### src/rtl/sicv_pkg.sv
// Shared constants and codes for the spike interval to CV converter.
`default_nettype none
package sicv_pkg;
    localparam int CFG_W   = 32;
    localparam int INDEX_W = 3;

    localparam logic [INDEX_W-1:0] REG_THRESHOLD = 3'd0;
    localparam logic [INDEX_W-1:0] REG_GAIN      = 3'd1;
    localparam logic [INDEX_W-1:0] REG_BIAS      = 3'd2;
    localparam logic [INDEX_W-1:0] REG_MODE      = 3'd3;
    localparam logic [INDEX_W-1:0] REG_PERIOD    = 3'd4;
    localparam logic [INDEX_W-1:0] REG_REFFREQ   = 3'd5;

    localparam logic [1:0] MODE_SECONDS = 2'd0;
    localparam logic [1:0] MODE_HERTZ   = 2'd1;
    localparam logic [1:0] MODE_OCTAVE  = 2'd2;
    localparam logic [1:0] MODE_UNUSED  = 2'd3;

    localparam logic signed [15:0] THRESHOLD_RST = 16'sd2048;
    localparam logic [31:0]        PERIOD_RST    = 32'd89478;
    localparam logic [23:0]        REFFREQ_RST   = 24'd66977;

    // Saturated interval times period, and converted value before scaling
    localparam int P_W = 53;
    localparam logic [P_W-1:0] P_LIMIT = 53'h10_0000_0000_0000;
    localparam int X_W = 33;
    localparam logic [31:0] X_LIMIT = 32'h8000_0000;
    // Quotient bits of 2^43 / P
    localparam int Q_W = 44;
    // Log accumulator for volts per octave
    localparam int S_W = 26;
    localparam logic signed [S_W-1:0] S_BASE = 26'sd2621440;

    localparam logic signed [15:0] CV_MAX = 16'sd24576;
    localparam logic signed [15:0] CV_MIN = -16'sd24576;
endpackage
`default_nettype wire

### src/rtl/sicv_log2.sv
// log2 in Q.16: serial normalize, then one squaring step per fraction bit.
`default_nettype none
module sicv_log2 import sicv_pkg::*; #(
    parameter int VAL_W = 32
) (
    input  wire logic                        aclk,
    input  wire logic                        aresetn,
    input  wire logic                        start,
    input  wire logic [VAL_W-1:0]            value,
    output logic                             done,
    output logic [$clog2(VAL_W)+15:0]        result
);
    localparam int E_W = $clog2(VAL_W);

    localparam logic [1:0] PH_IDLE = 2'd0;
    localparam logic [1:0] PH_NORM = 2'd1;
    localparam logic [1:0] PH_SQR  = 2'd2;

    logic [1:0]       phase_reg;
    logic             done_reg;
    logic [VAL_W-1:0] v_reg;
    logic [E_W-1:0]   e_reg;
    logic [31:0]      m_reg;
    logic [15:0]      frac_reg;
    logic [3:0]       it_reg;
    logic [63:0]      sq;
    logic [32:0]      sq_top;

    assign sq     = 64'(m_reg) * 64'(m_reg);
    assign sq_top = sq[63:31];

    always_ff @(posedge aclk) begin
        if (!aresetn) begin
            phase_reg <= PH_IDLE;
            done_reg  <= 1'b0;
        end else begin
            done_reg <= 1'b0;
            case (phase_reg)
                PH_IDLE: begin
                    if (start) phase_reg <= PH_NORM;
                end
                PH_NORM: begin
                    if (v_reg[VAL_W-1]) phase_reg <= PH_SQR;
                end
                PH_SQR: begin
                    if (it_reg == 4'd15) begin
                        phase_reg <= PH_IDLE;
                        done_reg  <= 1'b1;
                    end
                end
                default: phase_reg <= PH_IDLE;
            endcase
        end
    end

    always_ff @(posedge aclk) begin
        case (phase_reg)
            PH_IDLE: begin
                v_reg    <= value;
                e_reg    <= E_W'(VAL_W - 1);
                frac_reg <= '0;
                it_reg   <= '0;
            end
            PH_NORM: begin
                // advance one bit until the top bit is set
                if (v_reg[VAL_W-1]) begin
                    m_reg <= v_reg[VAL_W-1 -: 32];
                end else begin
                    v_reg <= v_reg << 1;
                    e_reg <= e_reg - E_W'(1);
                end
            end
            PH_SQR: begin
                m_reg    <= sq_top[32] ? sq_top[32:1] : sq_top[31:0];
                frac_reg <= {frac_reg[14:0], sq_top[32]};
                it_reg   <= it_reg + 4'd1;
            end
            default: ;
        endcase
    end

    assign done   = done_reg;
    assign result = {e_reg, frac_reg};
endmodule
`default_nettype wire

### config.mk
export PLATFORM = sky130hd
export DESIGN_NAME = sicv_log2
export DESIGN_NICKNAME = d
export VERILOG_FILES = /design/src/rtl/sicv_pkg.sv /design/src/rtl/sicv_log2.sv
export SDC_FILE = /design/constraint.sdc
export NUM_CORES = 2
export LEC_CHECK = 0
export BUFFER_PORTS_ARGS = -buffer_cell sky130_fd_sc_hd__buf_2
export CAP_MARGIN = 25
export CORE_ASPECT_RATIO = 0.9
export CORE_UTILIZATION = 40
export DETAILED_ROUTE_END_ITERATION = 12
export SYNTH_ARGS = -nofsm -noshare
export SYNTH_HDL_FRONTEND = slang
export SYNTH_SLANG_ARGS = --single-unit
### constraint.sdc
create_clock -name aclk -period 14.4 [get_ports aclk]
set_input_delay 0 -clock aclk [delete_from_list [all_inputs] [get_ports aclk]]
set_output_delay 0 -clock aclk [all_outputs]
set_load 0.05 [all_outputs]
==> out/results.ini <==
[outcome]
status=complete, no violations

[die]
die_h_um=276
coreArea_sq_um=82600
row_count=100
die_w_um=306
io_pins=57
start_util_pct=40.3
dieArea_sq_um=84500

[worst_setup_path]
crit_fanout=38
arrival_ps=9290
cp_common_cell=fa_1
worstSetupEndpointType=flip-flop
crit_slowest_cell=fa_1
required_ps=14490
slowest_delay_ps=590
r2r_slack_ps=5190
critPathKind=reg2reg
start_kind=flip-flop

[clocking]
cts.sinks=92
clock_path_buffers=2
clock_latency_ps=340
cts-htree-levels=3
clkTransAtPathRegs_ps=70
cts-buffers-inserted=9
cts-root-buf=clkbuf_16
cts_tree=built

[synthesis]
synth_cell_type_count=66
yosysTopAreaCellShare_pct=47.5
avgSynthCellArea_sq_um=9.50
synth_ff_type=edfxtp_1
synth_area_sq_um=33300
syn_inst=3507
synth_top_area_cell=fa_1
ys_async_sr_fraction_pct=0
syn-num-nets=4634
synth_area_leaders=fa_1 (48%), ha_1 (11%), inv_1 (11%), edfxtp_1 (8.0%), and2_1 (4.4%)
yosysWarnings=0
synth_edf_count=89
synth.yosys.seq_area_share_pct=8.20
ys_ff_latch=92

[grt]
antenna_found_initial=1
gr-usage-all-layers_pct=21.2
overflow=0
grt_pass1_wl_um=138000
grt_pass1_vias=25085
grt_start_max_net_pins=53

[timing]
relSlewSlack_pct=33.1
max_freq_mhz=109
tns_ps=0
fin_skew_ps=6.86
tightestPinTransition_ps=1000
whs_ps=463
period_minus_slack_ps=9210
timing.final.max_slew_violations=0
post-route-period-util_pct=63.9
rsz0062_at_grt=false
finalHoldViolCount=0
setup_viol=0

[place]
hpwl_um=67500
port_buffers=56
dp.cells=4533
place_congestion=0.881

[final_layout]
final_cell_mix=inv_1 (980), fa_1 (791), nand2_1 (384), ha_1 (301), and2_1 (235)
synthToLayoutAreaGrowth_pct=6.42
multiInputGateArea_sq_um=26400
final_common_cell=inv_1
nets=4636
drive_gt1_share_pct=4.18
stdcell_count=4586
regArea_sq_um=2730
fill_cells=8077

[detailed_routing]
drc=0
vias=22561
drt_first_pass_iters=7
antenna_left=0
routed_wl_um=84500
wl_per_cell_um=18.4
drt_iter0_markers=1421
routed_via_density=4.92

[min_path]
hold_class=in2reg

[job]
max_cap_violations=0

## worst max-delay path: cells and delay by family (launching register included)
family | cells | cell delay [ps]
adders and majority gates | 9 | 4420
AOI/OAI and AO/OA | 6 | 1390
buffers and inverters | 6 | 1730
xor gates and xnor gates | 1 | 120
and+or+nand+nor | 4 | 930
DFF | 1 | 320
## layout make-up
class,instances,share of cell area [%]
repair buffers,133,2.72
clock buffers,10,0.674
flip-flops and latches,92,7.71
inverters,982,10.4
clock inverters,6,0.381
multi-input cells,2291,74.3
well taps,1071,3.78
diodes,1,0.00706
## cell usage after synthesis (38+ instances only)
master / instances
nor2_1: 78
inv_1: 980
fa_1: 791
ha_1: 301
clkbuf_1: 134
xor2_1: 38
a21oi_1: 79
edfxtp_1: 89
xnor2_1: 43
o21ai_0: 47
nand2_1: 384
and2_1: 235
## worst paths after layout
check	to	startpoint	depth (start not counted)
worst max register to register	m_reg[27]	m_reg[16]	26
worst min register to register	m_reg[13]	v_reg[13]	2
worst min-delay path	v_reg[15]	value[15]	4
worst max-delay path	m_reg[27]	m_reg[16]	26
## per-layer routing
| metal | part of all wire (%) | up-vias | global-route usage [%] | wire length [um] |
|---|---|---|---|---|
| met1 | 44 | 11578 | 29.2 | 37500 |
| li1 | - | 10389 | - | - |
| met3 | 5.1 | 86 | 2.33 | 4320 |
| met4 | 2.0 | 0 | 3.61 | 1660 |
| met2 | 49 | 508 | 36.5 | 41000 |
| met5 | 0 | - | 0 | 0 |
## kinds of logic (layout without fill, tap and decap cells)
kind of cell	count (synthesis)	after routing	synth area share [%]
buffers and inverters	1124	1131	12.8
XOR/XNOR	81	81	2.13
adder cells (fa/ha/maj)	1092	1092	58.8
multiplexers	29	29	0.875
other	0	1	0
AO/OA/AOI/OAI	256	256	4.95
flip-flops	92	92	8.20
AND/OR/NAND/NOR	833	833	12.3
## metrics by stage
stage	cell area [sq um]	worst slack, ps	utilization (%)
6_report	35500	5190	42.9
5_1_grt	35500	4680	42.9
4_1_cts	35400	5190	42.9
3_5_place_dp	34700	5250	42.0
3_3_place_gp	34700	5280	42.0
2_1_floorplan	33300	6510	-
## repair_timing
action,CTS,global route
hold buffers,35,0
endpoints found under the setup margin,0,0
resized for setup,0,0
hold endpoints to repair,35,0
buffers inserted,0,0
Power is left out: the tool's default activity adds up to more than one toggle a clock period on the data nets, which glitch-free logic cannot reach.
