<file path="config.mk">
export PLATFORM = sky130hd
export DESIGN_NAME = sicv_serial_mul
export DESIGN_NICKNAME = d
export VERILOG_FILES = /design/src/rtl/sicv_pkg.sv /design/src/rtl/sicv_serial_mul.sv
export SDC_FILE = /design/constraint.sdc
export NUM_CORES = 1
export LEC_CHECK = 0
export BUFFER_PORTS_ARGS = -buffer_cell sky130_fd_sc_hd__buf_4
export CAP_MARGIN = 10
export CORE_UTILIZATION = 40
export CTS_CLUSTER_SIZE = 40
export DETAILED_ROUTE_END_ITERATION = 12
export SETUP_SLACK_MARGIN = 0.5
export SLEW_MARGIN = 10
export SYNTH_ARGS = -nofsm -noshare
export SYNTH_HDL_FRONTEND = slang
export SYNTH_SLANG_ARGS = --single-unit
</file>
<file path="constraint.sdc">
create_clock -name aclk -period 2.9 [get_ports aclk]
set_clock_uncertainty 0.2 [all_clocks]
set_input_delay 0.435 -clock aclk [delete_from_list [all_inputs] [get_ports aclk]]
set_output_delay 0.435 -clock aclk [all_outputs]
set_load 0.005 [all_outputs]
</file>
<file path="src/rtl/sicv_pkg.sv">
// Shared constants and codes for the spike interval to CV converter.
`default_nettype none
package sicv_pkg;
    localparam int CFG_W   = 32;
    localparam int INDEX_W = 3;

    localparam logic [INDEX_W-1:0] REG_THRESHOLD = 3'd0;
    localparam logic [INDEX_W-1:0] REG_GAIN      = 3'd1;
    localparam logic [INDEX_W-1:0] REG_BIAS      = 3'd2;
    localparam logic [INDEX_W-1:0] REG_MODE      = 3'd3;
    localparam logic [INDEX_W-1:0] REG_PERIOD    = 3'd4;
    localparam logic [INDEX_W-1:0] REG_REFFREQ   = 3'd5;

    localparam logic [1:0] MODE_SECONDS = 2'd0;
    localparam logic [1:0] MODE_HERTZ   = 2'd1;
    localparam logic [1:0] MODE_OCTAVE  = 2'd2;
    localparam logic [1:0] MODE_UNUSED  = 2'd3;

    localparam logic signed [15:0] THRESHOLD_RST = 16'sd2048;
    localparam logic [31:0]        PERIOD_RST    = 32'd89478;
    localparam logic [23:0]        REFFREQ_RST   = 24'd66977;

    // Saturated interval times period, and converted value before scaling
    localparam int P_W = 53;
    localparam logic [P_W-1:0] P_LIMIT = 53'h10_0000_0000_0000;
    localparam int X_W = 33;
    localparam logic [31:0] X_LIMIT = 32'h8000_0000;
    // Quotient bits of 2^43 / P
    localparam int Q_W = 44;
    // Log accumulator for volts per octave
    localparam int S_W = 26;
    localparam logic signed [S_W-1:0] S_BASE = 26'sd2621440;

    localparam logic signed [15:0] CV_MAX = 16'sd24576;
    localparam logic signed [15:0] CV_MIN = -16'sd24576;
endpackage
`default_nettype wire

</file>
<file path="src/rtl/sicv_serial_mul.sv">
// Shift-and-add multiplier, one multiplier bit per cycle.
`default_nettype none
module sicv_serial_mul import sicv_pkg::*; #(
    parameter int A_W = 32,
    parameter int B_W = 32
) (
    input  wire logic               aclk,
    input  wire logic               aresetn,
    input  wire logic               start,
    input  wire logic [A_W-1:0]     a,
    input  wire logic [B_W-1:0]     b,
    output logic                    done,
    output logic [A_W+B_W-1:0]      product
);
    localparam int PR_W  = A_W + B_W;
    localparam int CNT_W = $clog2(A_W + 1);

    logic [A_W-1:0]   a_reg;
    logic [PR_W-1:0]  b_reg;
    logic [PR_W-1:0]  acc_reg;
    logic [CNT_W-1:0] cnt_reg;
    logic             busy_reg;
    logic             done_reg;

    always_ff @(posedge aclk) begin
        if (!aresetn) begin
            busy_reg <= 1'b0;
            done_reg <= 1'b0;
        end else begin
            done_reg <= 1'b0;
            if (start) begin
                busy_reg <= 1'b1;
            end else if (busy_reg && cnt_reg == CNT_W'(1)) begin
                busy_reg <= 1'b0;
                done_reg <= 1'b1;
            end
        end
    end

    always_ff @(posedge aclk) begin
        if (start) begin
            a_reg   <= a;
            b_reg   <= PR_W'(b);
            acc_reg <= '0;
            cnt_reg <= CNT_W'(A_W);
        end else if (busy_reg) begin
            if (a_reg[0]) begin
                acc_reg <= acc_reg + b_reg;
            end
            a_reg   <= a_reg >> 1;
            b_reg   <= b_reg << 1;
            cnt_reg <= cnt_reg - CNT_W'(1);
        end
    end

    assign done    = done_reg;
    assign product = acc_reg;
endmodule
`default_nettype wire

</file>
==> results.txt <==
syn_nets - 1233
DR vias/cell - 5.22
Die Height - 161 µm
Reg area - 4010 µm²
H-tree depth - 4
Max Freq - 298 MHz
hold_ws - 0.0276 ns
Die Area - 25900 µm²
CP Buf/Inv Count - 0
post-synth cell types - 64
unrepaired setup endpoints after global routing - true
CTS clock-pin slew for the worst setup and hold paths - 0.07 ns
Top delay family on crit path - compound AO/OA/AOI/OAI gates
Synth Register Bits - 168
Final Hold Viols - 0
crit path cell chain - ha_4, a211oi_2, nor2_2, o31a_1, a221o_1, o311ai_4, a2111oi_4, o211ai_2, a2111oi_2, or3_1, a32o_1
post-DR wirelength/cell - 16.0 µm
Fin Setup TNS - -6.96 ns
syn avg cell area - 9.18 µm²
fin nets - 1548
Power Dens Cells - 460 nW/µm²
DR iter-0 viols - 536
first-pass GRT wire length - 45300 µm
GRT Total Usage - 21.5%
number of global-route vias before repair - 8960
clock sink total - 168
area of the multi-input gates - 6560 µm²
Antenna diodes - 0
Top Ports - 132
share of cells above drive strength 1 - 40.1%
async set or reset register ratio after synthesis - 0%
Inserted Clock Buffers - 17
leakage - 6.29 nW
Slew @ Worst Pin - 0.815 ns
Max IR drop VDD - 0.000335 V
min setup slack post-route - -0.453 ns
GP Congestion - 0.902
crit path max fanout - 3
antenna viol nets, final - 0
Detailed Route WL - 28100 µm
failing checks - setup timing
Setup-failing EPs final - 33
initial antenna violation count - 0
Seq/Total Area, Yosys - 39.6%
Die Wd - 161 µm
Layout fillers - 2235
maximum clock path buffer count - 2
Port Buffer Count - 131
Post-synth EDFFs - 64
critical path launch point type - flip-flop
Post-Syn Area - 10100 µm²
worst r2r path cells - 11
CTS Root Cell - clkbuf_16
CP arrival - 3.47 ns
clock latency on the worst-skew pair - 0.44 ns
Max-Cap Viols - 0
Worst Setup Path Type - reg2reg
CTS hold repair buffers - 0
final worst path period need - 3.35 ns
Worst EP required - 3.02 ns
max-slew violations - 0
Initial Util - 41.2%
CP max stage delay - 0.44 ns
CTS tree - done
DRT Pass-1 Iters - 5
vias after detailed routing - 9153
Slowest-stage cell, CP - edfxtp_1
main flop type after synthesis - dfxtp_1
Setup Slack @ Placement - -0.460 ns
Hold Path Stages - 2
P&R area growth vs syn - 42.7%
Worst path depth - 11
Critical Path Sink Type - flip-flop
Yosys warning total - 0
Hold Path Class - in2reg
fin crit share - 116%
number of remaining DRC errors - 0
Core Area - 24500 µm²
Syn Inst Count - 1100
total grt overflow - 0
relative slew slack - 45.1%
status - complete, but fails checks
largest net degree at the start of global routing - 65
Tot Pwr - 6.64 mW
Site Rows - 57
Detail Placement HPWL - 20300 µm
-- metrics by stage --
step / area (µm²) / util (%) / instances
3_3_place_gp: 13000 / 52.9 / 1691
2_1_floorplan: 10300 / - / 1100
3_5_place_dp: 13000 / 52.9 / 1691
5_1_grt: 14400 / 58.8 / 1752
6_report: 14400 / 58.8 / 1752
4_1_cts: 13900 / 56.8 / 1737
-- cell families after synthesis --
family / Yosys count / synth area share, %
AND/OR/NAND/NOR: 327 / 14.5
AO/OA/AOI/OAI: 308 / 19.7
flip-flops: 168 / 39.6
multiplexers: 97 / 10.4
buffers and inverters: 85 / 3.22
adder cells (fa/ha/maj): 66 / 8.25
XOR/XNOR: 49 / 4.25
-- worst register-to-register path, stage by stage, from the launching register on --
cell       delay, ns
edfxtp_1        0.44
ha_4            0.21
a211oi_2        0.23
nor2_2          0.08
o31a_1          0.28
a221o_1         0.42
o311ai_4        0.32
a2111oi_4       0.14
o211ai_2        0.23
a2111oi_2       0.11
or3_1           0.35
a32o_1          0.25
-- synthesized netlist by cell type (all sizes together) (5+ instances only) --
master | count | area (µm²)
a21oi | 118 | 594
nand2b | 5 | 31.3
mux2i | 34 | 340
nand2 | 133 | 499
nor2b | 7 | 43.8
edfxtp | 64 | 1920
o21ai | 53 | 265
o211ai | 5 | 42.5
xor2 | 15 | 131
xnor2 | 34 | 298
a31oi | 9 | 56.3
dfxtp | 104 | 2080
nand3 | 16 | 80.1
and2 | 8 | 50.1
nand3b | 6 | 45.0
or3 | 8 | 50.1
mux2 | 63 | 709
o31ai | 6 | 50.1
ha | 65 | 813
and3 | 13 | 81.3
a211oi | 9 | 72.6
inv | 22 | 82.6
o21bai | 20 | 150
nand4 | 18 | 113
nor2 | 89 | 334
clkbuf | 50 | 188
a21o | 40 | 300
buf | 12 | 51.3
o21a | 12 | 90.1
nor3 | 14 | 70.1
-- layout make-up --
type / count / area share [%]
multi-input cells: 847 / 45.5
flip-flops and latches: 168 / 27.8
clock buffers: 18 / 2.98
clock inverters: 14 / 1.12
inverters: 23 / 0.599
well taps: 324 / 2.81
repair buffers: 358 / 19.2
-- path summary, 6_finish.rpt --
check	from	to	slack (ns)
worst max register to register	b_reg[0]	product[57]	-0.45
worst max-delay path	b_reg[0]	product[57]	-0.45
worst min register to register	product[52]	product[52]	0.27
worst min-delay path	aresetn	busy_reg	0.03
-- power by group --
| group | total, mW | internal [mW] | switching, mW | leakage, nW |
|---|---|---|---|---|
| clock network | 2.35 | 1.30 | 1.05 | 0.292 |
| logic | 1.58 | 0.843 | 0.738 | 4.51 |
| registers | 2.71 | 2.62 | 0.0871 | 1.49 |
-- layout by cell type (no fill, tap or decap), drive strengths merged, types with 5 or more instances in the layout --
cell type and instances:
a211oi 9, a21o 40, a21oi 118, a31oi 9, and2 8, and3 13, buf 358, clkbuf 18
clkinv 6, dfxtp 104, edfxtp 64, ha 65, inv 29, mux2 63, mux2i 34, nand2 133
nand2b 5, nand3 16, nand3b 6, nand4 18, nor2 89, nor2b 7, nor3 14, o211ai 5
o21a 12, o21ai 53, o21bai 20, o31ai 6, or3 8, xnor2 34, xor2 15
-- metal layers --
metal / global-route usage [%] / part of all wire (%)
met1: 30.7 / 49
met2: 33.4 / 45
met3: 4.36 / 4.7
met4: 4.55 / 0.84
met5: 0 / 0
-- timing repair --
item / 4_1_cts / 5_1_grt
setup endpoints to repair: 54 / 57
cloned: 0 / 0
gates resized for setup: 52 / 77
pin swaps: 44 / 55
buffers inserted: 14 / 15
(Power assumes the default switching activity.)
