==> config.mk <==
export PLATFORM = sky130hd
export DESIGN_NAME = sicv_divider
export DESIGN_NICKNAME = d
export VERILOG_FILES = /design/src/rtl/sicv_pkg.sv /design/src/rtl/sicv_divider.sv
export SDC_FILE = /design/constraint.sdc
export NUM_CORES = 1
export LEC_CHECK = 0
export BUFFER_PORTS_ARGS = -buffer_cell sky130_fd_sc_hd__buf_2
export CAP_MARGIN = 10
export CORE_MARGIN = 2
export CORE_UTILIZATION = 30
export CTS_CLUSTER_DIAMETER = 80
export DETAILED_ROUTE_END_ITERATION = 12
export PLACE_DENSITY = 0.5
export SETUP_SLACK_MARGIN = 0.05
export SKIP_CTS_REPAIR_TIMING = 1
export SYNTH_ARGS = -nofsm -noshare
export SYNTH_HDL_FRONTEND = slang
export SYNTH_SLANG_ARGS = --single-unit
==> constraint.sdc <==
create_clock -name aclk -period 4.3 [get_ports aclk]
set_input_delay 0.43 -clock aclk [delete_from_list [all_inputs] [get_ports aclk]]
set_output_delay 0.43 -clock aclk [all_outputs]
set_load 0.02 [all_outputs]
==> src/rtl/sicv_pkg.sv <==
// Shared constants and codes for the spike interval to CV converter.
`default_nettype none
package sicv_pkg;
    localparam int CFG_W   = 32;
    localparam int INDEX_W = 3;

    localparam logic [INDEX_W-1:0] REG_THRESHOLD = 3'd0;
    localparam logic [INDEX_W-1:0] REG_GAIN      = 3'd1;
    localparam logic [INDEX_W-1:0] REG_BIAS      = 3'd2;
    localparam logic [INDEX_W-1:0] REG_MODE      = 3'd3;
    localparam logic [INDEX_W-1:0] REG_PERIOD    = 3'd4;
    localparam logic [INDEX_W-1:0] REG_REFFREQ   = 3'd5;

    localparam logic [1:0] MODE_SECONDS = 2'd0;
    localparam logic [1:0] MODE_HERTZ   = 2'd1;
    localparam logic [1:0] MODE_OCTAVE  = 2'd2;
    localparam logic [1:0] MODE_UNUSED  = 2'd3;

    localparam logic signed [15:0] THRESHOLD_RST = 16'sd2048;
    localparam logic [31:0]        PERIOD_RST    = 32'd89478;
    localparam logic [23:0]        REFFREQ_RST   = 24'd66977;

    // Saturated interval times period, and converted value before scaling
    localparam int P_W = 53;
    localparam logic [P_W-1:0] P_LIMIT = 53'h10_0000_0000_0000;
    localparam int X_W = 33;
    localparam logic [31:0] X_LIMIT = 32'h8000_0000;
    // Quotient bits of 2^43 / P
    localparam int Q_W = 44;
    // Log accumulator for volts per octave
    localparam int S_W = 26;
    localparam logic signed [S_W-1:0] S_BASE = 26'sd2621440;

    localparam logic signed [15:0] CV_MAX = 16'sd24576;
    localparam logic signed [15:0] CV_MIN = -16'sd24576;
endpackage
`default_nettype wire

==> src/rtl/sicv_divider.sv <==
// Restoring divider for 2^43 / P, one quotient bit per cycle, result clamped.
`default_nettype none
module sicv_divider import sicv_pkg::*; (
    input  wire logic           aclk,
    input  wire logic           aresetn,
    input  wire logic           start,
    input  wire logic [P_W-1:0] divisor,
    output logic                done,
    output logic [31:0]         quotient
);
    localparam int CNT_W = $clog2(Q_W);

    logic [P_W-1:0]   rem_reg;
    logic [Q_W-1:0]   q_reg;
    logic [P_W-1:0]   div_reg;
    logic [CNT_W-1:0] cnt_reg;
    logic             busy_reg;
    logic             done_reg;
    logic [P_W:0]     trial;
    logic             fits;

    // Dividend has a single set bit at the top quotient position
    assign trial = {rem_reg, (cnt_reg == CNT_W'(Q_W - 1))};
    assign fits  = trial >= {1'b0, div_reg};

    always_ff @(posedge aclk) begin
        if (!aresetn) begin
            busy_reg <= 1'b0;
            done_reg <= 1'b0;
        end else begin
            done_reg <= 1'b0;
            if (start) begin
                busy_reg <= 1'b1;
            end else if (busy_reg && cnt_reg == '0) begin
                busy_reg <= 1'b0;
                done_reg <= 1'b1;
            end
        end
    end

    always_ff @(posedge aclk) begin
        if (start) begin
            rem_reg <= '0;
            q_reg   <= '0;
            div_reg <= divisor;
            cnt_reg <= CNT_W'(Q_W - 1);
        end else if (busy_reg) begin
            rem_reg <= fits ? P_W'(trial - {1'b0, div_reg}) : trial[P_W-1:0];
            q_reg   <= {q_reg[Q_W-2:0], fits};
            cnt_reg <= cnt_reg - CNT_W'(1);
        end
    end

    assign done     = done_reg;
    assign quotient = (q_reg > Q_W'(X_LIMIT)) ? X_LIMIT : q_reg[31:0];
endmodule
`default_nettype wire

==> results.json, run 1 <==
{
  "power_dissipated_by_switching_net_loads_mw": 1.36,
  "place.detailed.instances": 1561,
  "timing.setup.tns_ns": 0,
  "boundary_pin_count": 89,
  "sequential_power_share_pct": 40.1,
  "path_common_cell": "sky130_fd_sc_hd__ha_1",
  "clk_pin_slew_ns": 0.08,
  "p_int_mw": 2.86,
  "yosys_register_bits": 158,
  "hold_depth": 1,
  "detail_route.wl_per_cell_microns": 16.1,
  "drc": 0,
  "floorplan.rows": 65,
  "deepest_clock_path_buffer_count": 2,
  "worstSkewPairLatency_ns": 0.46,
  "synth_sequential_area_ratio_pct": 38.4,
  "worst-path-max-fanout": 7,
  "via_count_of_the_first_global_routing_pass": 7857,
  "detail_route.first_pass.iterations": 5,
  "n_antenna_cell": 0,
  "number_of_enable_type_register_cells_in_the_synthesized_netlist": 53,
  "pwr-share-clk_pct": 37.3,
  "worstHoldPathType": "in2reg",
  "drv_slew": 0,
  "maxCapViolations": 0,
  "critPathLaunchType": "flip-flop",
  "port_buffers": 88,
  "cp_slowest_stage_delay_ns": 0.37,
  "synth_async_sr_flop_share_pct": 0,
  "die_x_microns": 183,
  "switching_share_pct": 32.2,
  "worst-r2r-cell-count": 17,
  "slew-limit-headroom_pct": 50.2,
  "worst_r2r_startpoint": "cnt_reg[1]",
  "multi_input_comb_area_sq_mm": 0.00539,
  "setup.worst_path.class": "reg2reg",
  "globalplace.congestion": 0.898,
  "cts_tree": "built",
  "tightest_slew_ns": 0.744,
  "tritoncts.num_buffers": 17,
  "layout_common_cells": "sky130_fd_sc_hd__nor2_1, sky130_fd_sc_hd__nand2_1, sky130_fd_sc_hd__dfxtp_1",
  "synth.avg_cell_area_sq_um": 8.60,
  "grt_antenna_before_repair": 0,
  "grt_pass1_wl_microns": 41800,
  "post-route-period-util_pct": 87.4,
  "groute.layer.met1.usage_pct": 21.5,
  "grtUsageTotal_pct": 15.8,
  "leakagePower_nw": 4.77,
  "critPathArrivalTime_ns": 4.13,
  "area_delta_synth_final_pct": 15.0,
  "power_per_cell_area_mw_per_mm2": 381,
  "share_comb_of_total_power_pct": 22.6,
  "grt_max_degree": 82,
  "vias": 8211,
  "timing.hold.worst_endpoint": "div_reg[40]",
  "grt_use_met3_pct": 3.40,
  "die_height_microns": 183,
  "die-area_sq_mm": 0.0335,
  "fin_worst_skew_ns": 0.0190,
  "drt-total-wl_microns": 25700,
  "yosys_warnings": 0,
  "timing.final.crit_period_ns": 3.76,
  "ff2ff_setup_slack_ns": 0.54,
  "detail-route-antenna-nets": 0,
  "hold_start": "divisor[40]",
  "path_cells": "ha_1 > nor4bb_1 > nand2_1 > ha_1 > inv_1 > fa_1 > a211oi_1 > o21ai_0 > o211ai_1 > a21o_1 > a21boi_1 > o211a_1 > nor2_4 > buf_12 > buf_4 > or3_1 > a311oi_1",
  "synthesis.nets": 1232,
  "final_layout_size_suffix_gt1_share_pct": 12.9,
  "core-area_sq_mm": 0.0316,
  "clockRootBuffer": "sky130_fd_sc_hd__clkbuf_16",
  "final_net_count": 1294,
  "place.detailed.hpwl_microns": 18600,
  "top_usage_layer_grt": "met2",
  "ys.flop_type": "sky130_fd_sc_hd__dfxtp_1",
  "worstPathRequired_ns": 4.67,
  "final_common_cell": "sky130_fd_sc_hd__nor2_1",
  "grt_setup_unrepaired": "no",
  "clock_tree.htree_level_count": 4,
  "outcome": "completed",
  "number_of_instances_in_the_synthesized_netlist": 1119,
  "met2_track_utilization_from_global_routing_pct": 24.5,
  "hold_violations": 0,
  "starting_drt_drc_count": 432,
  "vdd_ir_drop_max_uv": 285,
  "critical_path.slowest_cell": "sky130_fd_sc_hd__dfxtp_1",
  "r2r_end": "rem_reg[40]",
  "global_route.overflow_total": 0,
  "final_cells": 1596,
  "seqCellArea_sq_mm": 0.00370,
  "floorplan.initialDensity_pct": 30.5,
  "timing.final.setup_violations": 0,
  "achievable-frequency_ghz": 0.266,
  "avgViaCountPerCell": 5.14,
  "end_kind": "flip-flop",
  "synth_cell_type_count": 72,
  "synthesis.area_sq_mm": 0.00963,
  "tritoncts_num_sinks": 158,
  "critical_path_buf_inv_count": 3,
  "final.fill_count": 3326,
  "crit_family": "compound AO/OA/AOI/OAI gates"
}
[power by group through the flow]
stage | clock [mW] | sequential (mW) | combinational, mW
global route | 1.70 | 1.71 | 1.06
finish | 1.58 | 1.69 | 0.954
detailed placement | 0 | 1.73 | 0.934
CTS | 1.64 | 1.69 | 0.940
floorplan | 0 | 1.70 | 0.714
global placement | 0 | 1.73 | 0.935
[how the worst max path moves through the flow]
| stage | startpoint | slack [ns] | depth (start not counted) | end |
|---|---|---|---|---|
| after floorplan | cnt_reg[0] | 0.98 | 16 | rem_reg[28] |
| after CTS | cnt_reg[1] | 0.34 | 16 | rem_reg[14] |
| after global placement | cnt_reg[0] | 0.52 | 16 | rem_reg[15] |
| after detailed placement | cnt_reg[1] | 0.38 | 16 | rem_reg[11] |
| after global routing | cnt_reg[1] | 0.14 | 17 | rem_reg[40] |
| final | cnt_reg[1] | 0.54 | 17 | rem_reg[40] |
[Yosys cell counts (3+ instances only)]
| cell type | number | share of area, % |
|---|---|---|
| sky130_fd_sc_hd__nor2_1 | 127 | 5.0 |
| sky130_fd_sc_hd__nand2_1 | 119 | 4.6 |
| sky130_fd_sc_hd__dfxtp_1 | 105 | 22 |
| sky130_fd_sc_hd__a21oi_1 | 74 | 3.8 |
| sky130_fd_sc_hd__inv_1 | 72 | 2.8 |
| sky130_fd_sc_hd__ha_1 | 56 | 7.3 |
| sky130_fd_sc_hd__edfxtp_1 | 53 | 17 |
| sky130_fd_sc_hd__mux2i_1 | 47 | 4.9 |
| sky130_fd_sc_hd__clkbuf_1 | 46 | 1.8 |
| sky130_fd_sc_hd__o21ai_0 | 37 | 1.9 |
| sky130_fd_sc_hd__and2_1 | 34 | 2.2 |
| sky130_fd_sc_hd__a311oi_1 | 32 | 2.9 |
| sky130_fd_sc_hd__a21o_1 | 28 | 2.2 |
| sky130_fd_sc_hd__nand4_1 | 22 | 1.4 |
| sky130_fd_sc_hd__nand3_1 | 21 | 1.1 |
| sky130_fd_sc_hd__xnor2_1 | 21 | 1.9 |
| sky130_fd_sc_hd__o21bai_1 | 19 | 1.5 |
| sky130_fd_sc_hd__xor2_1 | 16 | 1.5 |
| sky130_fd_sc_hd__a211oi_1 | 15 | 1.2 |
| sky130_fd_sc_hd__nor4_1 | 12 | 0.78 |
| sky130_fd_sc_hd__and3_1 | 11 | 0.71 |
| sky130_fd_sc_hd__or3_1 | 11 | 0.71 |
| sky130_fd_sc_hd__nor3_1 | 10 | 0.52 |
| sky130_fd_sc_hd__o211ai_1 | 10 | 0.78 |
| sky130_fd_sc_hd__buf_2 | 9 | 0.47 |
| sky130_fd_sc_hd__a31oi_1 | 8 | 0.52 |
| sky130_fd_sc_hd__o21ai_1 | 8 | 0.42 |
| sky130_fd_sc_hd__o21a_1 | 7 | 0.55 |
| sky130_fd_sc_hd__nand2b_1 | 6 | 0.39 |
| sky130_fd_sc_hd__nor3b_1 | 6 | 0.47 |
| sky130_fd_sc_hd__or2_2 | 6 | 0.39 |
| sky130_fd_sc_hd__a32oi_1 | 5 | 0.45 |
| sky130_fd_sc_hd__buf_6 | 5 | 0.58 |
| sky130_fd_sc_hd__o31a_1 | 4 | 0.36 |
| sky130_fd_sc_hd__or4_1 | 4 | 0.31 |
| sky130_fd_sc_hd__a211o_1 | 3 | 0.27 |
| sky130_fd_sc_hd__a21boi_0 | 3 | 0.23 |
| sky130_fd_sc_hd__and4_1 | 3 | 0.27 |
| sky130_fd_sc_hd__nand3b_1 | 3 | 0.23 |
| sky130_fd_sc_hd__o2111ai_1 | 3 | 0.27 |
[through the flow]
stage	hold WS, ns	instance area [sq um]	worst slack [ns]	utilization (%)	total power [mW]
after floorplan	0.446	9630	0.983	-	2.41
after global placement	0.475	10400	0.517	33.0	2.66
after detailed placement	0.470	10400	0.376	33.0	2.66
after CTS	0.124	11000	0.336	35.0	4.28
after global routing	0.121	11100	0.136	35.1	4.47
final	0.154	11100	0.542	35.1	4.22
[cells by family after synthesis]
family / count (synthesis) / synth area share [%]
AND/OR/NAND/NOR: 404 / 20.0
multiplexers: 49 / 5.12
AO/OA/AOI/OAI: 281 / 20.0
XOR/XNOR: 37 / 3.37
adder cells (fa/ha/maj): 57 / 7.49
buffers and inverters: 133 / 5.69
flip-flops: 158 / 38.4
[layer usage]
layer | share of wire (%) | wire [microns]
met5 | 0 | 0
met4 | 1.8 | 454
met3 | 4.5 | 1170
met2 | 45 | 11600
met1 | 49 | 12500
[final cells by class]
type                       instances  area share, %
inverter                          73           2.47
tap                              402           4.54
multi-input combinational        828           48.7
clock buffer                      18           4.07
clock inverter                    14           1.48
timing repair buffer             103           5.39
sequential                       158           33.4
[worst reg2reg max path, stage by stage, from the launching register on]
cell and delay, ns:
sky130_fd_sc_hd__dfxtp_1 0.37, sky130_fd_sc_hd__ha_1 0.15, sky130_fd_sc_hd__nor4bb_1 0.27, sky130_fd_sc_hd__nand2_1 0.12, sky130_fd_sc_hd__ha_1 0.21, sky130_fd_sc_hd__inv_1 0.07
sky130_fd_sc_hd__fa_1 0.24, sky130_fd_sc_hd__a211oi_1 0.13, sky130_fd_sc_hd__o21ai_0 0.18, sky130_fd_sc_hd__o211ai_1 0.15, sky130_fd_sc_hd__a21o_1 0.23, sky130_fd_sc_hd__a21boi_1 0.31
sky130_fd_sc_hd__o211a_1 0.33, sky130_fd_sc_hd__nor2_4 0.11, sky130_fd_sc_hd__buf_12 0.15, sky130_fd_sc_hd__buf_4 0.14, sky130_fd_sc_hd__or3_1 0.34, sky130_fd_sc_hd__a311oi_1 0.20
(Power assumes the default switching activity.)
==> run 2: changes to the inputs <==
Settings changed: ABC_AREA set to 1.
==> run 2 against run 1 <==
Effect of this change: fmax is 22% higher; flip-flop and latch count is the same; clock skew decreased by 0.0012 ns; wire length up 29%; clock power is 4% lower; critical endpoint is now rem_reg[50].
==> results.json, run 2 <==
{
  "number_of_instances_in_the_synthesized_netlist": 1700,
  "die-area_sq_mm": 0.0378,
  "number_of_enable_type_register_cells_in_the_synthesized_netlist": 53,
  "port_buffers": 88,
  "setup.worst_path.class": "reg2reg",
  "via_count_of_the_first_global_routing_pass": 10000,
  "maxCapViolations": 0,
  "clock_tree.htree_level_count": 4,
  "grt_pass1_wl_microns": 53300,
  "hold_violations": 0,
  "place.detailed.hpwl_microns": 25200,
  "worstSkewPairLatency_ns": 0.47,
  "synth_top_area_share_pct": 19.3,
  "vdd_ir_drop_max_uv": 298,
  "critPathArrivalTime_ns": 3.50,
  "synth_cell_type_count": 39,
  "yosys_warnings": 0,
  "detail_route.first_pass.iterations": 5,
  "slew-limit-headroom_pct": 19.3,
  "critical_path_buf_inv_count": 2,
  "worst-path-max-fanout": 31,
  "synthDominantAreaCellType": "sky130_fd_sc_hd__dfxtp_1",
  "cp_slowest_stage_delay_ns": 0.41,
  "synthesis.nets": 1813,
  "final_layout_size_suffix_gt1_share_pct": 8.87,
  "critPathLaunchType": "flip-flop",
  "crit_family": "simple AND/OR/NAND/NOR gates",
  "grt_use_met3_pct": 3.02,
  "synth_async_sr_flop_share_pct": 0,
  "tritoncts.num_buffers": 17,
  "avgViaCountPerCell": 4.67,
  "tightest_slew_ns": 1.21,
  "boundary_pin_count": 89,
  "met2_track_utilization_from_global_routing_pct": 29.9,
  "die_height_microns": 195,
  "post-route-period-util_pct": 71.9,
  "layout_common_cells": "sky130_fd_sc_hd__nand2_1, sky130_fd_sc_hd__inv_1, sky130_fd_sc_hd__nor2_1",
  "top_usage_layer_grt": "met2",
  "synth_compound_area_share_pct": 10.0,
  "ys.flop_type": "sky130_fd_sc_hd__dfxtp_1",
  "grt_setup_unrepaired": "no",
  "fin_hold_ws_ns": 0.136,
  "starting_drt_drc_count": 701,
  "synth.avg_cell_area_sq_um": 6.40,
  "timing.final.setup_violations": 0,
  "drc": 0,
  "post-synth-top-count-cell": "sky130_fd_sc_hd__nand2_1",
  "grtUsageTotal_pct": 18.0,
  "synthMuxAreaShare_pct": 0,
  "final_cells": 2243,
  "synth_sequential_area_ratio_pct": 33.9,
  "detail_route.wl_per_cell_microns": 14.8,
  "timing.final.crit_period_ns": 3.09,
  "power_per_cell_area_mw_per_mm2": 329,
  "fin_worst_skew_ns": 0.0178,
  "core-area_sq_mm": 0.0357,
  "final_net_count": 1881,
  "end_kind": "flip-flop",
  "grt_max_degree": 123,
  "clk_pin_slew_ns": 0.08,
  "die_x_microns": 195,
  "cts_tree": "built",
  "path_common_cell": "sky130_fd_sc_hd__nand2_1",
  "detail-route-antenna-nets": 0,
  "worstPathRequired_ns": 4.71,
  "floorplan.initialDensity_pct": 30.5,
  "yosys_register_bits": 158,
  "outcome": "completed",
  "synth_adder_area_share_pct": 6.62,
  "synth_xor_xnor_area_share_pct": 1.85,
  "timing.setup.tns_ns": 0,
  "floorplan.rows": 69,
  "place.detailed.instances": 2210,
  "vias": 10500,
  "deepest_clock_path_buffer_count": 2,
  "global_route.overflow_total": 0,
  "area_delta_synth_final_pct": 12.9,
  "synthTopCellsByArea": "sky130_fd_sc_hd__dfxtp_1, sky130_fd_sc_hd__nand2_1, sky130_fd_sc_hd__edfxtp_1",
  "critical_path.slowest_cell": "sky130_fd_sc_hd__fa_1",
  "worstHoldPathType": "in2reg",
  "achievable-frequency_ghz": 0.324,
  "main_combinational_cell_family_by_area_after_synthesis": "simple AND/OR/NAND/NOR gates",
  "post_synth_and_or_nand_nor_area_fraction_pct": 33.8,
  "drv_slew": 0,
  "groute.layer.met1.usage_pct": 23.9,
  "drt-total-wl_microns": 33100,
  "clockRootBuffer": "sky130_fd_sc_hd__clkbuf_16",
  "grt_antenna_before_repair": 1,
  "synth.top_cells.by_count": "sky130_fd_sc_hd__nand2_1, sky130_fd_sc_hd__inv_1, sky130_fd_sc_hd__nor2_1, sky130_fd_sc_hd__a21oi_1, sky130_fd_sc_hd__nand3_1",
  "tritoncts_num_sinks": 158,
  "globalplace.congestion": 0.945,
  "synthesis.area_sq_mm": 0.0109,
  "path_cells": "ha_1 > nand3_1 > ha_1 > inv_1 > fa_1 > nand2_1 > nand3_1 > nand2_1 > nand3_2 > nand2_2 > nand3_4 > buf_4 > nor2_8 > nand2_1 > nand2_1 > nand2_1 > nand2_1",
  "leakagePower_nw": 6.29,
  "final_common_cell": "sky130_fd_sc_hd__nand2_1"
}
run 2: cell type report:
cell class / count / area (sq um)
multi-input cells: 1165 / 5690
diodes: 1 / 2.50
well taps: 461 / 577
repair buffers: 98 / 518
fillers: 3998 / 23400
clock inverters: 15 / 153
clock buffers: 17 / 425
flip-flops and latches: 158 / 3700
inverters: 328 / 1230
run 2: through the flow:
| step | instance area [sq um] | util, % | power (mW) | setup WS, ns |
|---|---|---|---|---|
| global route | 12300 | 34.5 | 4.30 | 0.872 |
| floorplan | 10900 | - | 2.31 | 1.93 |
| CTS | 12300 | 34.5 | 4.11 | 1.18 |
| detailed placement | 11700 | 32.9 | 2.57 | 1.18 |
| global placement | 11700 | 32.9 | 2.57 | 1.30 |
| finish | 12300 | 34.5 | 4.05 | 1.21 |
run 2: final timing paths:
path	from	cells past startpoint	slack, ns	to
min reg2reg	rem_reg[41]	2	0.49	rem_reg[41]
min	divisor[44]	1	0.14	div_reg[44]
max reg2reg	cnt_reg[1]	17	1.21	rem_reg[50]
max	cnt_reg[1]	17	1.21	rem_reg[50]
run 2: worst register-to-register path, cell delays in order (launching register included):
cell	delay (ns)
sky130_fd_sc_hd__dfxtp_1	0.34
sky130_fd_sc_hd__ha_1	0.18
sky130_fd_sc_hd__nand3_1	0.12
sky130_fd_sc_hd__ha_1	0.15
sky130_fd_sc_hd__inv_1	0.06
sky130_fd_sc_hd__fa_1	0.41
sky130_fd_sc_hd__nand2_1	0.09
sky130_fd_sc_hd__nand3_1	0.12
sky130_fd_sc_hd__nand2_1	0.11
sky130_fd_sc_hd__nand3_2	0.12
sky130_fd_sc_hd__nand2_2	0.26
sky130_fd_sc_hd__nand3_4	0.10
sky130_fd_sc_hd__buf_4	0.28
sky130_fd_sc_hd__nor2_8	0.40
sky130_fd_sc_hd__nand2_1	0.11
sky130_fd_sc_hd__nand2_1	0.07
sky130_fd_sc_hd__nand2_1	0.05
sky130_fd_sc_hd__nand2_1	0.08
run 2: per-layer routing:
layer / routed length (microns) / vias to the layer above
met2: 15500 / 201
met4: 457 / 0
met3: 1250 / 27
met5: 0 / -
met1: 15900 / 4797
li1: - / 5457
run 2: report_power, final:
group          internal (mW)  leakage [nW]  switching, mW
registers               1.64          1.38         0.0468
clock network          0.770         0.274          0.741
logic                  0.268          4.64          0.576
run 2: kinds of logic after synthesis:
| group | after synthesis |
|---|---|
| buffers and inverters | 377 |
| flip-flops | 158 |
| AO/OA/AOI/OAI | 204 |
| adder cells (fa/ha/maj) | 57 |
| AND/OR/NAND/NOR | 881 |
| XOR/XNOR | 23 |
==> run 3: changes to the inputs <==
Settings changed: ABC_AREA 1 to 0, PLACE_DENSITY 0.5 to 0.52.
Clock period 4.3 ns to 2.5 ns, I/O delays scaled along.
==> run 3 against run 2 <==
Effect of this change: combinational power rose to 3.1 times the previous value; total power up 98%; highest routed layer unchanged; clock power up 68%; hold slack worse by 0.093 ns; non-clock buffer count up 322; clock skew down 0.0041 ns; utilization up 11 points; flip-flop and latch count unchanged; the flow now finishes with violations (setup timing).
==> results.json, run 3 (synthesis results as in run 1) <==
{
  "layout_setup_ws_ns": -0.734,
  "end_kind": "flip-flop",
  "drv_slew": 0,
  "final_net_count": 1612,
  "drc": 0,
  "worst-path-max-fanout": 6,
  "clk_pin_slew_ns": 0.07,
  "starting_drt_drc_count": 450,
  "grt_pass1_wl_microns": 46300,
  "area_delta_synth_final_pct": 49.4,
  "outcome": "finished, violations left",
  "die_height_microns": 183,
  "crit_family": "compound AO/OA/AOI/OAI gates",
  "die-area_sq_mm": 0.0335,
  "switching_share_pct": 32.2,
  "detail_route.first_pass.iterations": 5,
  "floorplan.initialDensity_pct": 30.5,
  "slew-limit-headroom_pct": 47.7,
  "final_common_cell": "sky130_fd_sc_hd__buf_4",
  "core-area_sq_mm": 0.0316,
  "leakagePower_nw": 6.48,
  "post-route-period-util_pct": 129,
  "avgViaCountPerCell": 4.91,
  "violated_checks": "setup timing",
  "vias": 9397,
  "grtUsageTotal_pct": 17.3,
  "tritoncts.num_buffers": 17,
  "final_cells": 1913,
  "die_x_microns": 183,
  "pre_cts_ws_ns": -0.811,
  "timing.final.crit_period_ns": 3.23,
  "detail-route-antenna-nets": 0,
  "floorplan.rows": 65,
  "maxCapViolations": 0,
  "sequential_power_share_pct": 35.9,
  "n_antenna_cell": 0,
  "hold_violations": 0,
  "clock_tree.htree_level_count": 4,
  "share_comb_of_total_power_pct": 32.4,
  "fin_worst_skew_ns": 0.0137,
  "grt_antenna_before_repair": 0,
  "port_buffers": 88,
  "achievable-frequency_ghz": 0.309,
  "tightest_slew_ns": 0.782,
  "worstSkewPairLatency_ns": 0.45,
  "critPathLaunchType": "flip-flop",
  "cts_tree": "built",
  "worstHoldPathType": "in2reg",
  "path_common_cell": "sky130_fd_sc_hd__ha_4",
  "worstPathRequired_ns": 2.86,
  "critical_path_buf_inv_count": 4,
  "final_layout_size_suffix_gt1_share_pct": 34.4,
  "via_count_of_the_first_global_routing_pass": 8958,
  "grt_setup_unrepaired": "yes",
  "pwr-share-clk_pct": 31.7,
  "globalplace.congestion": 0.859,
  "deepest_clock_path_buffer_count": 2,
  "timing.final.setup_violations": 55,
  "path_cells": "ha_4 > nor4bb_4 > nand2_2 > ha_4 > inv_2 > fa_2 > a211oi_2 > o21ai_1 > o211ai_1 > a21o_1 > a21boi_4 > o211a_4 > nor2_4 > buf_6 > buf_12 > buf_8 > a21oi_2 > a311oi_1",
  "cp_slowest_stage_delay_ns": 0.35,
  "tritoncts_num_sinks": 158,
  "critPathArrivalTime_ns": 3.60,
  "power_dissipated_by_switching_net_loads_mw": 2.58,
  "setup.worst_path.class": "reg2reg",
  "grt_max_degree": 65,
  "place.detailed.instances": 1809,
  "clockRootBuffer": "sky130_fd_sc_hd__clkbuf_16",
  "place.detailed.hpwl_microns": 21200,
  "critical_path.slowest_cell": "sky130_fd_sc_hd__fa_2",
  "detail_route.wl_per_cell_microns": 15.8,
  "global_route.overflow_total": 0,
  "p_int_mw": 5.43,
  "drt-total-wl_microns": 30200,
  "vdd_ir_drop_max_uv": 529,
  "layout_common_cells": "sky130_fd_sc_hd__buf_4, sky130_fd_sc_hd__nor2_1, sky130_fd_sc_hd__dfxtp_1",
  "power_per_cell_area_mw_per_mm2": 557,
  "boundary_pin_count": 89
}
==> run 3: cell types whose count changed in the layout (fill, tap and decap cells not counted), moves of 46 or more <==
cell and change:
sky130_fd_sc_hd__buf_4 +256, sky130_fd_sc_hd__nand3_1 -85, sky130_fd_sc_hd__mux2i_1 +47, sky130_fd_sc_hd__inv_1 -251, sky130_fd_sc_hd__nand2_1 -418, sky130_fd_sc_hd__dlygate4sd3_1 +53
sky130_fd_sc_hd__a21oi_1 -46
==> run 3: power groups by stage <==
| stage | Combinational, mW | Clock [mW] | Sequential [mW] |
|---|---|---|---|
| after CTS | 2.28 | 2.62 | 2.87 |
| final | 2.60 | 2.54 | 2.88 |
| after global routing | 2.84 | 2.73 | 2.89 |
| after global placement | 2.25 | 0 | 2.93 |
| after detailed placement | 2.27 | 0 | 2.93 |
| after floorplan | 1.24 | 0 | 2.92 |
==> run 3: worst register-to-register path, cell delays in order, from the launching register on <==
cell and delay (ns):
sky130_fd_sc_hd__dfxtp_2 0.34, sky130_fd_sc_hd__ha_4 0.15, sky130_fd_sc_hd__nor4bb_4 0.14, sky130_fd_sc_hd__nand2_2 0.13, sky130_fd_sc_hd__ha_4 0.15, sky130_fd_sc_hd__inv_2 0.03
sky130_fd_sc_hd__fa_2 0.35, sky130_fd_sc_hd__a211oi_2 0.25, sky130_fd_sc_hd__o21ai_1 0.10, sky130_fd_sc_hd__o211ai_1 0.14, sky130_fd_sc_hd__a21o_1 0.22, sky130_fd_sc_hd__a21boi_4 0.09
sky130_fd_sc_hd__o211a_4 0.27, sky130_fd_sc_hd__nor2_4 0.16, sky130_fd_sc_hd__buf_6 0.13, sky130_fd_sc_hd__buf_12 0.12, sky130_fd_sc_hd__buf_8 0.12, sky130_fd_sc_hd__a21oi_2 0.05
sky130_fd_sc_hd__a311oi_1 0.20
==> run 3: area by class of cell <==
class                   count  area [sq um]
well taps                 402           503
repair buffers            420          3410
clock buffers              19           453
inverters                  73           274
fillers                  3081         17200
flip-flops and latches    158          3710
clock inverters            12          96.3
multi-input cells         829          5950
==> run 3: worst paths after layout <==
kind,slack [ns],from,end,cells after the start
worst max-delay path,-0.73,cnt_reg[0],rem_reg[40],18
worst min register to register,0.50,rem_reg[49],rem_reg[49],2
worst max register to register,-0.73,cnt_reg[0],rem_reg[40],18
worst min-delay path,0.04,aresetn,busy_reg,3
==> run 3: routing by layer <==
| layer | global-route usage (%) | up-vias | wire, microns |
|---|---|---|---|
| met4 | 5.47 | 0 | 483 |
| met5 | 0 | - | 0 |
| met2 | 27.5 | 146 | 13800 |
| met3 | 3.67 | 29 | 886 |
| li1 | - | 4780 | - |
| met1 | 23.5 | 4442 | 15000 |
==> run 3: per-stage QoR <==
step	hold slack, ns	power (mW)	TNS [ns]	instance area (sq um)	util [%]
finish	0.0429	8.01	-36.17	14400	45.6
global route	0.0354	8.46	-47.60	14400	45.6
CTS	-0.0544	7.78	-41.92	12900	40.9
detailed placement	0.428	5.19	-38.83	12300	39.1
global placement	0.427	5.18	-32.67	12300	39.1
floorplan	0.349	4.16	-21.84	9670	-
